[src/assert_macros.svh]
// Assertion macros shared by the palette mapper RTL.
// Uses the clk and rst_n signals of the module that expands them.
`ifndef ASSERT_MACROS_SVH
`define ASSERT_MACROS_SVH

// Same-cycle implication, checked out of reset.
`define NPCM_ASSERT_IMP(lbl, ante, cons) \
  lbl: assert property (@(posedge clk) disable iff (!rst_n) (ante) |-> (cons)) \
    else $error("assertion failed: same-cycle implication");

// Next-cycle implication, checked out of reset.
`define NPCM_ASSERT_NXT(lbl, ante, cons) \
  lbl: assert property (@(posedge clk) disable iff (!rst_n) (ante) |=> (cons)) \
    else $error("assertion failed: next-cycle implication");

`endif

[src/npcm_pkg.sv]
// Shared types and constants of the nearest palette color mapper.
// No dependencies.
`default_nettype none

package npcm_pkg;

  localparam int COLOR_W   = 8;
  localparam int OUT_IDX_W = 8;
  localparam int DIST_W    = 18;
  localparam int CFG_W     = 9;
  localparam int SQ_W      = 2 * COLOR_W;
  localparam int ENTRY_W   = 3 * COLOR_W;

  localparam logic CMD_WRITE = 1'b0;
  localparam logic CMD_PIXEL = 1'b1;

  // 3 * 256 * 256: starting best distance, also the empty-palette answer
  localparam logic [DIST_W-1:0] EMPTY_DIST  = 18'd196608;
  localparam logic [CFG_W-1:0]  COUNT_RESET = 9'd256;

  // controller -> datapath
  typedef struct packed {
    logic wr;        // store palette entry
    logic start;     // latch pixel, clear best, reset address
    logic rd;        // read next entry
    logic load_out;  // copy best into output register
  } npcm_cmd_t;

  // datapath -> controller
  typedef struct packed {
    logic last_rd;
    logic pipe_busy;
    logic count_zero;
  } npcm_sts_t;

endpackage

`default_nettype wire

[src/npcm_ctrl.sv]
// Controller of the palette mapper: idle / search / drain sequencing and result valid.
// Depends on npcm_pkg and assert_macros.svh.
`default_nettype none
`include "assert_macros.svh"

module npcm_ctrl import npcm_pkg::*; (
  input  wire logic      clk,
  input  wire logic      rst_n,
  input  wire logic      in_valid,
  input  wire logic      in_command,
  output logic           in_ready,
  output logic           out_valid,
  input  wire logic      out_ready,
  input  wire npcm_sts_t sts,
  output npcm_cmd_t      cmd
);

  localparam logic [1:0] ST_IDLE   = 2'd0;
  localparam logic [1:0] ST_SEARCH = 2'd1;
  localparam logic [1:0] ST_DRAIN  = 2'd2;

  logic [1:0] state_r, state_nxt;
  logic       out_valid_r, out_valid_nxt;
  logic       accept;

  assign in_ready  = (state_r == ST_IDLE);
  assign out_valid = out_valid_r;
  assign accept    = in_valid && in_ready;

  always_comb begin
    cmd.wr       = accept && (in_command == CMD_WRITE);
    cmd.start    = accept && (in_command == CMD_PIXEL);
    cmd.rd       = (state_r == ST_SEARCH);
    cmd.load_out = (state_r == ST_DRAIN) && !sts.pipe_busy && (!out_valid_r || out_ready);
  end

  always_comb begin
    state_nxt = state_r;
    case (state_r)
      ST_IDLE: begin
        if (cmd.start) begin
          state_nxt = sts.count_zero ? ST_DRAIN : ST_SEARCH;
        end
      end
      ST_SEARCH: begin
        if (sts.last_rd) begin
          state_nxt = ST_DRAIN;
        end
      end
      ST_DRAIN: begin
        if (cmd.load_out) begin
          state_nxt = ST_IDLE;
        end
      end
      default: state_nxt = ST_IDLE;
    endcase
  end

  always_comb begin
    if (cmd.load_out) begin
      out_valid_nxt = 1'b1;
    end else if (out_ready) begin
      out_valid_nxt = 1'b0;
    end else begin
      out_valid_nxt = out_valid_r;
    end
  end

  always_ff @(posedge clk) begin
    if (!rst_n) begin
      state_r     <= ST_IDLE;
      out_valid_r <= 1'b0;
    end else begin
      state_r     <= state_nxt;
      out_valid_r <= out_valid_nxt;
    end
  end

  // pipeline must be empty whenever new work can come in
  `NPCM_ASSERT_IMP(a_idle_pipe_empty, in_ready, !sts.pipe_busy)
  // never overwrite a result that is still waiting
  `NPCM_ASSERT_IMP(a_load_free, cmd.load_out, !out_valid_r || out_ready)
  `NPCM_ASSERT_NXT(a_load_valid, cmd.load_out, out_valid_r)

endmodule

`default_nettype wire

[config.mk]
export PLATFORM = sky130hd
export DESIGN_NAME = npcm_ctrl
export DESIGN_NICKNAME = d
export VERILOG_FILES = /design/src/npcm_pkg.sv /design/src/npcm_ctrl.sv
export VERILOG_INCLUDE_DIRS = /design/src /design/src/src
export SDC_FILE = /design/constraint.sdc
export NUM_CORES = 1
export LEC_CHECK = 0
export BUFFER_PORTS_ARGS = -buffer_cell sky130_fd_sc_hd__buf_2
export CORE_AREA = 2 2 39 41
export CTS_BUF_LIST = sky130_fd_sc_hd__clkbuf_4
export DETAILED_ROUTE_END_ITERATION = 8
export DIE_AREA = 0 0 41 43
export PLACE_DENSITY = 0.36
export RECOVER_POWER = 25
export SLEW_MARGIN = 10
export SYNTH_ARGS = -nofsm -noshare
export SYNTH_HDL_FRONTEND = slang
export SYNTH_SLANG_ARGS = --single-unit
[constraint.sdc]
create_clock -name clk -period 1.03 [get_ports clk]
set_input_delay 0.103 -clock clk [delete_from_list [all_inputs] [get_ports clk]]
set_output_delay 0.103 -clock clk [all_outputs]
set_load 0.005 [all_outputs]
==> flow_summary.json, run 1 <==
{
  "fin_setup_tns_ns": -0.0649,
  "synth_sequential_area_ratio_pct": 30.0,
  "seqPwrFrac_pct": 29.1,
  "wire_per_inst_um": 10.0,
  "gr-usage-all-layers_pct": 7.91,
  "synth.largest_area_cell": "dfxtp_1",
  "grt_max_degree": 7,
  "path_delay_family": "flip-flops",
  "period_needed_ns": 1.08,
  "vias": 238,
  "synth_cell_types": 17,
  "synth_area_leaders": "dfxtp_1 30%, nor2_1 7.5%, a211oi_2 6.3%",
  "grt_pass1_wl_um": 917,
  "maxCapViolCount": 0,
  "drt_wl_total_um": 600,
  "hold_violations": 0,
  "cts_buffer_depth": 2,
  "slew_violations": 0,
  "drtIter0Drc": 2,
  "power_w": 0.000451,
  "drc": 0,
  "violations": "setup timing",
  "die_area_mm2": 0.00176,
  "std_cell_rows": 14,
  "synth_top_area_share_pct": 30.0,
  "ys_ff_latch": 3,
  "dr.pass1.iters": 2,
  "worst_slack_ns": -0.0453,
  "port_buffers": 13,
  "p_int_w": 0.000343,
  "switchingPower_w": 0.000107,
  "syn_nets": 33,
  "peakVddDrop_mv": 0.321,
  "layout_commonest_cell": "buf_2",
  "p_comb_share_pct": 19.6,
  "arrival_ns": 0.97,
  "worstPathBufferInverterCount": 1,
  "fmax_ghz": 0.930,
  "vias_per_cell": 3.97,
  "p_sw_share_pct": 23.8,
  "final_nets": 53,
  "cts_tree": "done",
  "area_delta_synth_final_pct": 89.4,
  "crit_required_ns": 0.93,
  "cts_hold_buf": 0,
  "start_util_pct": 14.5,
  "criticalPathCategory": "reg2out",
  "io_pins": 14,
  "critPathLaunchType": "flip-flop",
  "h-tree-depth": 1,
  "mostFrequentLayoutCells": "13 x buf_2, 4 x clkbuf_4, 3 x buf_6",
  "antenna_cells": 0,
  "cts.sinks": 3,
  "worstSkewPairLatency_ns": 0.23,
  "syn_area_per_cell_um2": 8.01,
  "die_x_um": 41,
  "yosysWarningCount": 0,
  "hp-class": "in2reg",
  "core_mm2": 0.00138,
  "power_density_mw_per_mm2": 1190,
  "first_global_vias": 232,
  "cts-root-buf": "clkbuf_4",
  "dpl_cell_area_um2": 270,
  "status": "complete, but fails checks",
  "worst_setup_path_end_kind": "primary output",
  "antenna_found_initial": 0,
  "overflow": 0,
  "final_layout_size_suffix_gt1_share_pct": 70.5,
  "clkPwrFrac_pct": 51.3,
  "worst_pin_slew_ns": 0.198,
  "netlist_area_um2": 200,
  "die_h_um": 43,
  "p_leak_nw": 0.174,
  "slowest_delay_ns": 0.36,
  "max-slew-margin-rel_pct": 86.8,
  "stdcell_area_um2": 379,
  "cp_slowest_cell": "dfxtp_4",
  "fin_skew_ns": 0.00226,
  "numCtsBuffers": 3,
  "clk_pin_slew_ns": 0.04,
  "routabilityCongestion": 0.650,
  "rsz0062_at_grt": "yes",
  "worstPathMaxFanout": 6,
  "setup_violations": 3,
  "synthCells": 25,
  "path_cells": "nor4b_2 > buf_2",
  "min_period_over_period_pct": 104,
  "drt.antenna.violating_nets": 0
}
-- layer usage --
layer	global-route usage, %	vias to the layer above	wire (um)
met4	2.00	0	0
met5	0	-	0
met3	3.14	0	59
met2	11.3	13	254
li1	-	124	-
met1	10.8	101	287
-- flip-flops by register name, indices dropped and copies added (netlist names) --
name	flops
out_valid	1
state_r	2
-- timing repair --
action / 4_1_cts / 5_1_grt
resized for setup: 13 / 4
endpoints found under the setup margin: 6 / 6
pin swaps: 2 / 2
setup buffers: 3 / 1
-- power groups by stage --
stage | Combinational [W] | Clock [W] | Sequential (W)
floorplan | 0.0000413 | 0 | 0.000126
global placement | 0.0000611 | 0 | 0.000135
detailed placement | 0.0000598 | 0 | 0.000136
CTS | 0.0000834 | 0.000240 | 0.000131
global route | 0.0000977 | 0.000257 | 0.000132
finish | 0.0000882 | 0.000231 | 0.000131
-- worst reg2reg max path, stage by stage, from the launching register on --
cell and delay (ns):
dfxtp_4 0.36, buf_6 0.12, nand4b_1 0.19, a221oi_2 0.26
-- synth_stat cells --
cell and number:
dfxtp_1 3, nor3_1 1, nand2_1 2, a21oi_1 2, a221oi_1 1, nor2b_1 2
o21bai_1 1, buf_6 1, nor4b_1 1, nor2_1 4, clkbuf_1 1, or3_4 1
nand2b_1 1, nand4b_1 1, a211oi_2 1, buf_4 1, inv_1 1
-- metrics by stage --
stage	util, %	hold WS (ns)	setup WS [ns]	instances
after CTS	25.9	0.156	-0.0557	59
after detailed placement	19.5	0.387	-0.0179	52
after global placement	19.5	0.381	0.00681	52
final	27.4	0.154	-0.0453	60
after global routing	27.4	0.162	-0.0944	60
after floorplan	-	0.240	0.0168	25
-- worst paths after layout --
| kind | start | endpoint | slack [ns] | cells after the start |
|---|---|---|---|---|
| hold / removal | rst_n | out_valid | 0.15 | 3 |
| setup reg to reg | state_r[0] | state_r[1] | 0 | 3 |
| hold reg to reg | state_r[1] | state_r[0] | 0.48 | 1 |
| setup / recovery | state_r[0] | cmd[3] | -0.05 | 2 |
-- cell type report --
type	count	area, um^2
clock buffers	4	30.0
well taps	16	20.0
repair buffers	18	114
multi-input cells	18	144
fillers	167	1000
flip-flops and latches	3	67.6
inverters	1	3.75
-- cells by family after synthesis --
kind of cell,share of synthesized area [%]
AO/OA/AOI/OAI,19.4
buffers and inverters,13.1
flip-flops,30.0
AND/OR/NAND/NOR,37.5
No activity file was read; power rests on OpenSTA's default activity.
==> inputs of run 2 (changes only) <==
--- a/config.mk
+++ b/config.mk
@@ -11,7 +11,7 @@
 export CTS_BUF_LIST = sky130_fd_sc_hd__clkbuf_4
 export DETAILED_ROUTE_END_ITERATION = 8
 export DIE_AREA = 0 0 41 43
-export PLACE_DENSITY = 0.36
+export PLACE_DENSITY = 0.49
 export RECOVER_POWER = 25
 export SLEW_MARGIN = 10
 export SYNTH_ARGS = -nofsm -noshare
==> flow_summary.json, run 2 (synthesis results as in run 1) <==
{
  "worst_slack_ns": -0.0740,
  "die_area_mm2": 0.00176,
  "drtIter0Drc": 1,
  "first_global_vias": 230,
  "power_w": 0.000449,
  "r2r-start": "state_r[0]",
  "start_util_pct": 14.5,
  "worst_pin_slew_ns": 0.205,
  "die_h_um": 43,
  "die_x_um": 41,
  "fill_cells": 161,
  "grt_pass1_wl_um": 869,
  "cts.sinks": 3,
  "mostFrequentLayoutCells": "13 x buf_2, 4 x clkbuf_4",
  "wire_per_inst_um": 9.79,
  "placed_cells": 53,
  "vias": 239,
  "post-route-util_pct": 26.7,
  "setup_violations": 5,
  "h-tree-depth": 1,
  "reg2reg_slack_ns": -0.01,
  "criticalPathCategory": "reg2out",
  "worstSkewPairLatency_ns": 0.23,
  "hp-class": "in2reg",
  "arrival_ns": 1.00,
  "antenna_cells": 0,
  "final-seq-area_um2": 67.6,
  "vias_per_cell": 4.12,
  "crit_start": "state_r[0]",
  "layout_commonest_cell": "buf_2",
  "dp_slack_ns": -0.00571,
  "crit_end": "cmd[3]",
  "antenna_found_initial": 0,
  "hold_violations": 0,
  "fmax_ghz": 0.906,
  "grt_max_degree": 9,
  "r2r_cells": 2,
  "std_cell_rows": 14,
  "status": "complete, but fails checks",
  "critPathLaunchType": "flip-flop",
  "largest-register": "state_r",
  "largest_reg_flops": 2,
  "clk_pin_slew_ns": 0.04,
  "maxCapViolCount": 0,
  "crit_required_ns": 0.93,
  "port_buffers": 13,
  "worstPathMaxFanout": 8,
  "min_period_over_period_pct": 107,
  "peakVddDrop_mv": 0.337,
  "cts_buffer_depth": 2,
  "p_leak_nw": 0.163,
  "core_mm2": 0.00138,
  "final_layout_size_suffix_gt1_share_pct": 73.8,
  "final_nets": 51,
  "violations": "setup timing",
  "fin_skew_ns": 0.000124,
  "io_pins": 14,
  "regToRegEndpoint": "state_r[0]",
  "worst_setup_path_end_kind": "primary output",
  "numCtsBuffers": 3,
  "final_cells": 58,
  "cts_tree": "done",
  "drt_wl_total_um": 568,
  "hpwlAfterDp_um": 375,
  "dr.pass1.iters": 2,
  "period_needed_ns": 1.10,
  "slew_violations": 0,
  "fin_setup_tns_ns": -0.164,
  "area_delta_synth_final_pct": 84.4,
  "max-slew-margin-rel_pct": 86.3,
  "multi_input_area_um2": 153,
  "gr-usage-all-layers_pct": 7.82,
  "drc": 0,
  "rsz0062_at_grt": "yes",
  "drt.antenna.violating_nets": 0,
  "routabilityCongestion": 0.633,
  "power_density_mw_per_mm2": 1220,
  "overflow": 0,
  "cts-root-buf": "clkbuf_4"
}
==> run 2: final cells by class <==
type	instances	share of cell area [%]
multi-input combinational	18	41.4
timing repair buffer	16	25.8
clock buffer	4	8.14
sequential	3	18.3
inverter	1	1.02
tap	16	5.42
==> run 2: repair_timing <==
| item | 4_1_cts | 5_1_grt |
|---|---|---|
| setup buffers | 1 | 1 |
| pin swaps | 3 | 4 |
| endpoints found under the setup margin | 6 | 6 |
| hold buffers | 0 | 0 |
| resized for setup | 10 | 6 |
==> run 2: metrics by stage <==
stage          hold slack [ns]  area (um^2)
3_5_place_dp             0.367          278
6_report                 0.131          369
3_3_place_gp             0.386          278
2_1_floorplan            0.240          200
5_1_grt                  0.157          369
4_1_cts                  0.123          348
==> run 2: metal layers <==
layer  track usage [%]  up-vias  wire length [um]
met1              8.63      110               228
met5                 0        -                 0
li1                  -      119                 -
met2              10.3       10               306
met4              10.0        0                 0
met3              1.57        0                33
==> run 2: worst min path at each step <==
| stage | startpoint | to | slack [ns] | depth (start not counted) |
|---|---|---|---|---|
| final | rst_n | out_valid | 0.13 | 3 |
| after global routing | rst_n | out_valid | 0.16 | 3 |
| after CTS | rst_n | out_valid | 0.12 | 3 |
| after detailed placement | rst_n | out_valid | 0.37 | 3 |
| after global placement | rst_n | out_valid | 0.39 | 3 |
| after floorplan | in_command | cmd[3] | 0.24 | 1 |
==> run 2: where the power goes <==
| part | total, W | internal, W | switching (W) | leakage (nW) |
|---|---|---|---|---|
| Clock | 0.000231 | 0.000171 | 0.0000594 | 0.0184 |
| Sequential | 0.000131 | 0.000121 | 0.0000104 | 0.0259 |
| Combinational | 0.0000874 | 0.0000507 | 0.0000367 | 0.119 |
==> run 2: critical path, stage by stage, from the launching register on <==
cell	delay, ns
dfxtp_4	0.37
nor4b_2	0.25
buf_2	0.15
==> inputs of run 3 (changes only) <==
--- a/config.mk
+++ b/config.mk
@@ -13,6 +13,7 @@
 export DIE_AREA = 0 0 41 43
 export PLACE_DENSITY = 0.49
 export RECOVER_POWER = 25
+export SETUP_SLACK_MARGIN = 0.05
 export SLEW_MARGIN = 10
 export SYNTH_ARGS = -nofsm -noshare
 export SYNTH_HDL_FRONTEND = slang
==> flow_summary.json, run 3 (synthesis results as in run 1) <==
{
  "slew_violations": 0,
  "holdWs_ns": 0.155,
  "criticalPathCategory": "reg2out",
  "vias": 238,
  "final_cells": 59,
  "peakVddDrop_mv": 0.395,
  "die_h_um": 43,
  "die_x_um": 41,
  "worst_pin_slew_ns": 0.180,
  "worst_setup_path_end_kind": "primary output",
  "hpwlAfterDp_um": 391,
  "placed_cells": 53,
  "grt_max_degree": 9,
  "power_density_mw_per_mm2": 1200,
  "grt_pass1_wl_um": 869,
  "fin_skew_ns": 0.00423,
  "cts_hold_buf": 0,
  "cts-root-buf": "clkbuf_4",
  "layout_commonest_cell": "buf_2",
  "rsz0062_at_grt": "yes",
  "final_layout_size_suffix_gt1_share_pct": 72.1,
  "std_cell_rows": 14,
  "die_area_mm2": 0.00176,
  "period_needed_ns": 1.08,
  "critPathLaunchType": "flip-flop",
  "cts.sinks": 3,
  "wire_per_inst_um": 9.51,
  "area_delta_synth_final_pct": 88.1,
  "gr-usage-all-layers_pct": 7.51,
  "worstPathMaxFanout": 8,
  "worstSkewPairLatency_ns": 0.24,
  "drc": 0,
  "cts_tree": "done",
  "largest_reg_flops": 2,
  "arrival_ns": 0.98,
  "start_util_pct": 14.5,
  "whs_path_depth": 3,
  "port_buffers": 13,
  "cts_buffer_depth": 2,
  "status": "complete, but fails checks",
  "mostFrequentLayoutCells": "13 x buf_2, 4 x clkbuf_4, 3 x buf_6",
  "worst_slack_ns": -0.0501,
  "antenna_cells": 0,
  "antenna_found_initial": 0,
  "numCtsBuffers": 3,
  "dp_slack_ns": 0.00371,
  "max-slew-margin-rel_pct": 88.0,
  "h-tree-depth": 1,
  "p_leak_nw": 0.168,
  "core_mm2": 0.00138,
  "routabilityCongestion": 0.619,
  "vias_per_cell": 4.03,
  "clk_pin_slew_ns": 0.04,
  "overflow": 0,
  "wl_met1_um": 239,
  "first_global_vias": 230,
  "reg2reg_slack_ns": 0.02,
  "r2r_cells": 2,
  "fmax_ghz": 0.926,
  "io_pins": 14,
  "power_w": 0.000453,
  "min_period_over_period_pct": 105,
  "met2_length_um": 257,
  "hp-class": "in2reg",
  "largest-register": "state_r",
  "crit_required_ns": 0.93,
  "drt.antenna.violating_nets": 0,
  "highest_layer": "met4",
  "final_nets": 52,
  "setup_violations": 4,
  "violations": "setup timing",
  "dr.pass1.iters": 1,
  "maxCapViolCount": 0,
  "drt_wl_total_um": 561,
  "drtIter0Drc": 0,
  "fill_cells": 157,
  "wl_met3_um": 46,
  "hold_violations": 0
}
run 3: cell types whose count changed in the layout (fill, tap and decap cells not counted):
cell,previous run,this run
a221oi_1,1,0
nor2b_4,2,1
nor2_1,1,2
nor2_2,2,1
buf_6,2,3
nor2b_1,0,1
a221oi_2,0,1
run 3: cell type report:
type	count	area, um^2	share of cell area [%]
multi-input combinational	18	149	39.5
timing repair buffer	17	106	28.2
sequential	3	67.6	17.9
clock buffer	4	30.0	7.97
tap	16	20.0	5.32
inverter	1	3.75	0.997
run 3: worst paths after layout:
| check | startpoint | endpoint |
|---|---|---|
| setup reg to reg | state_r[0] | state_r[0] |
| hold reg to reg | state_r[1] | out_valid |
| hold / removal | rst_n | out_valid |
| setup / recovery | state_r[0] | cmd[3] |
run 3: power by group:
part | total, W | switching, W | leakage, nW | internal, W
combinational | 0.0000880 | 0.0000368 | 0.123 | 0.0000512
clock | 0.000234 | 0.0000623 | 0.0184 | 0.000171
sequential | 0.000131 | 0.0000103 | 0.0259 | 0.000121
run 3: routing by layer:
metal | track usage [%] | up-vias
li1 | - | 121
met1 | 8.92 | 103
met2 | 10.0 | 12
met3 | 1.57 | 2
met4 | 8.00 | 0
met5 | 0 | -
run 3: stage by stage:
stage / util, % / setup TNS, ns / area (um^2)
after CTS: 25.1 / -0.213 / 348
after detailed placement: 20.1 / 0 / 278
after global routing: 27.2 / -0.366 / 377
final: 27.2 / -0.123 / 377
after floorplan: - / 0 / 200
after global placement: 20.1 / 0 / 278
run 3: critical path, stage by stage (launching register included):
cell	delay [ns]
dfxtp_4	0.37
nor4b_2	0.23
buf_2	0.14
run 3: timing repair:
item                                    4_1_cts  5_1_grt
resized for setup                            10        6
setup buffers                                 1        1
endpoints found under the setup margin        6        7
pin swaps                                     3        3
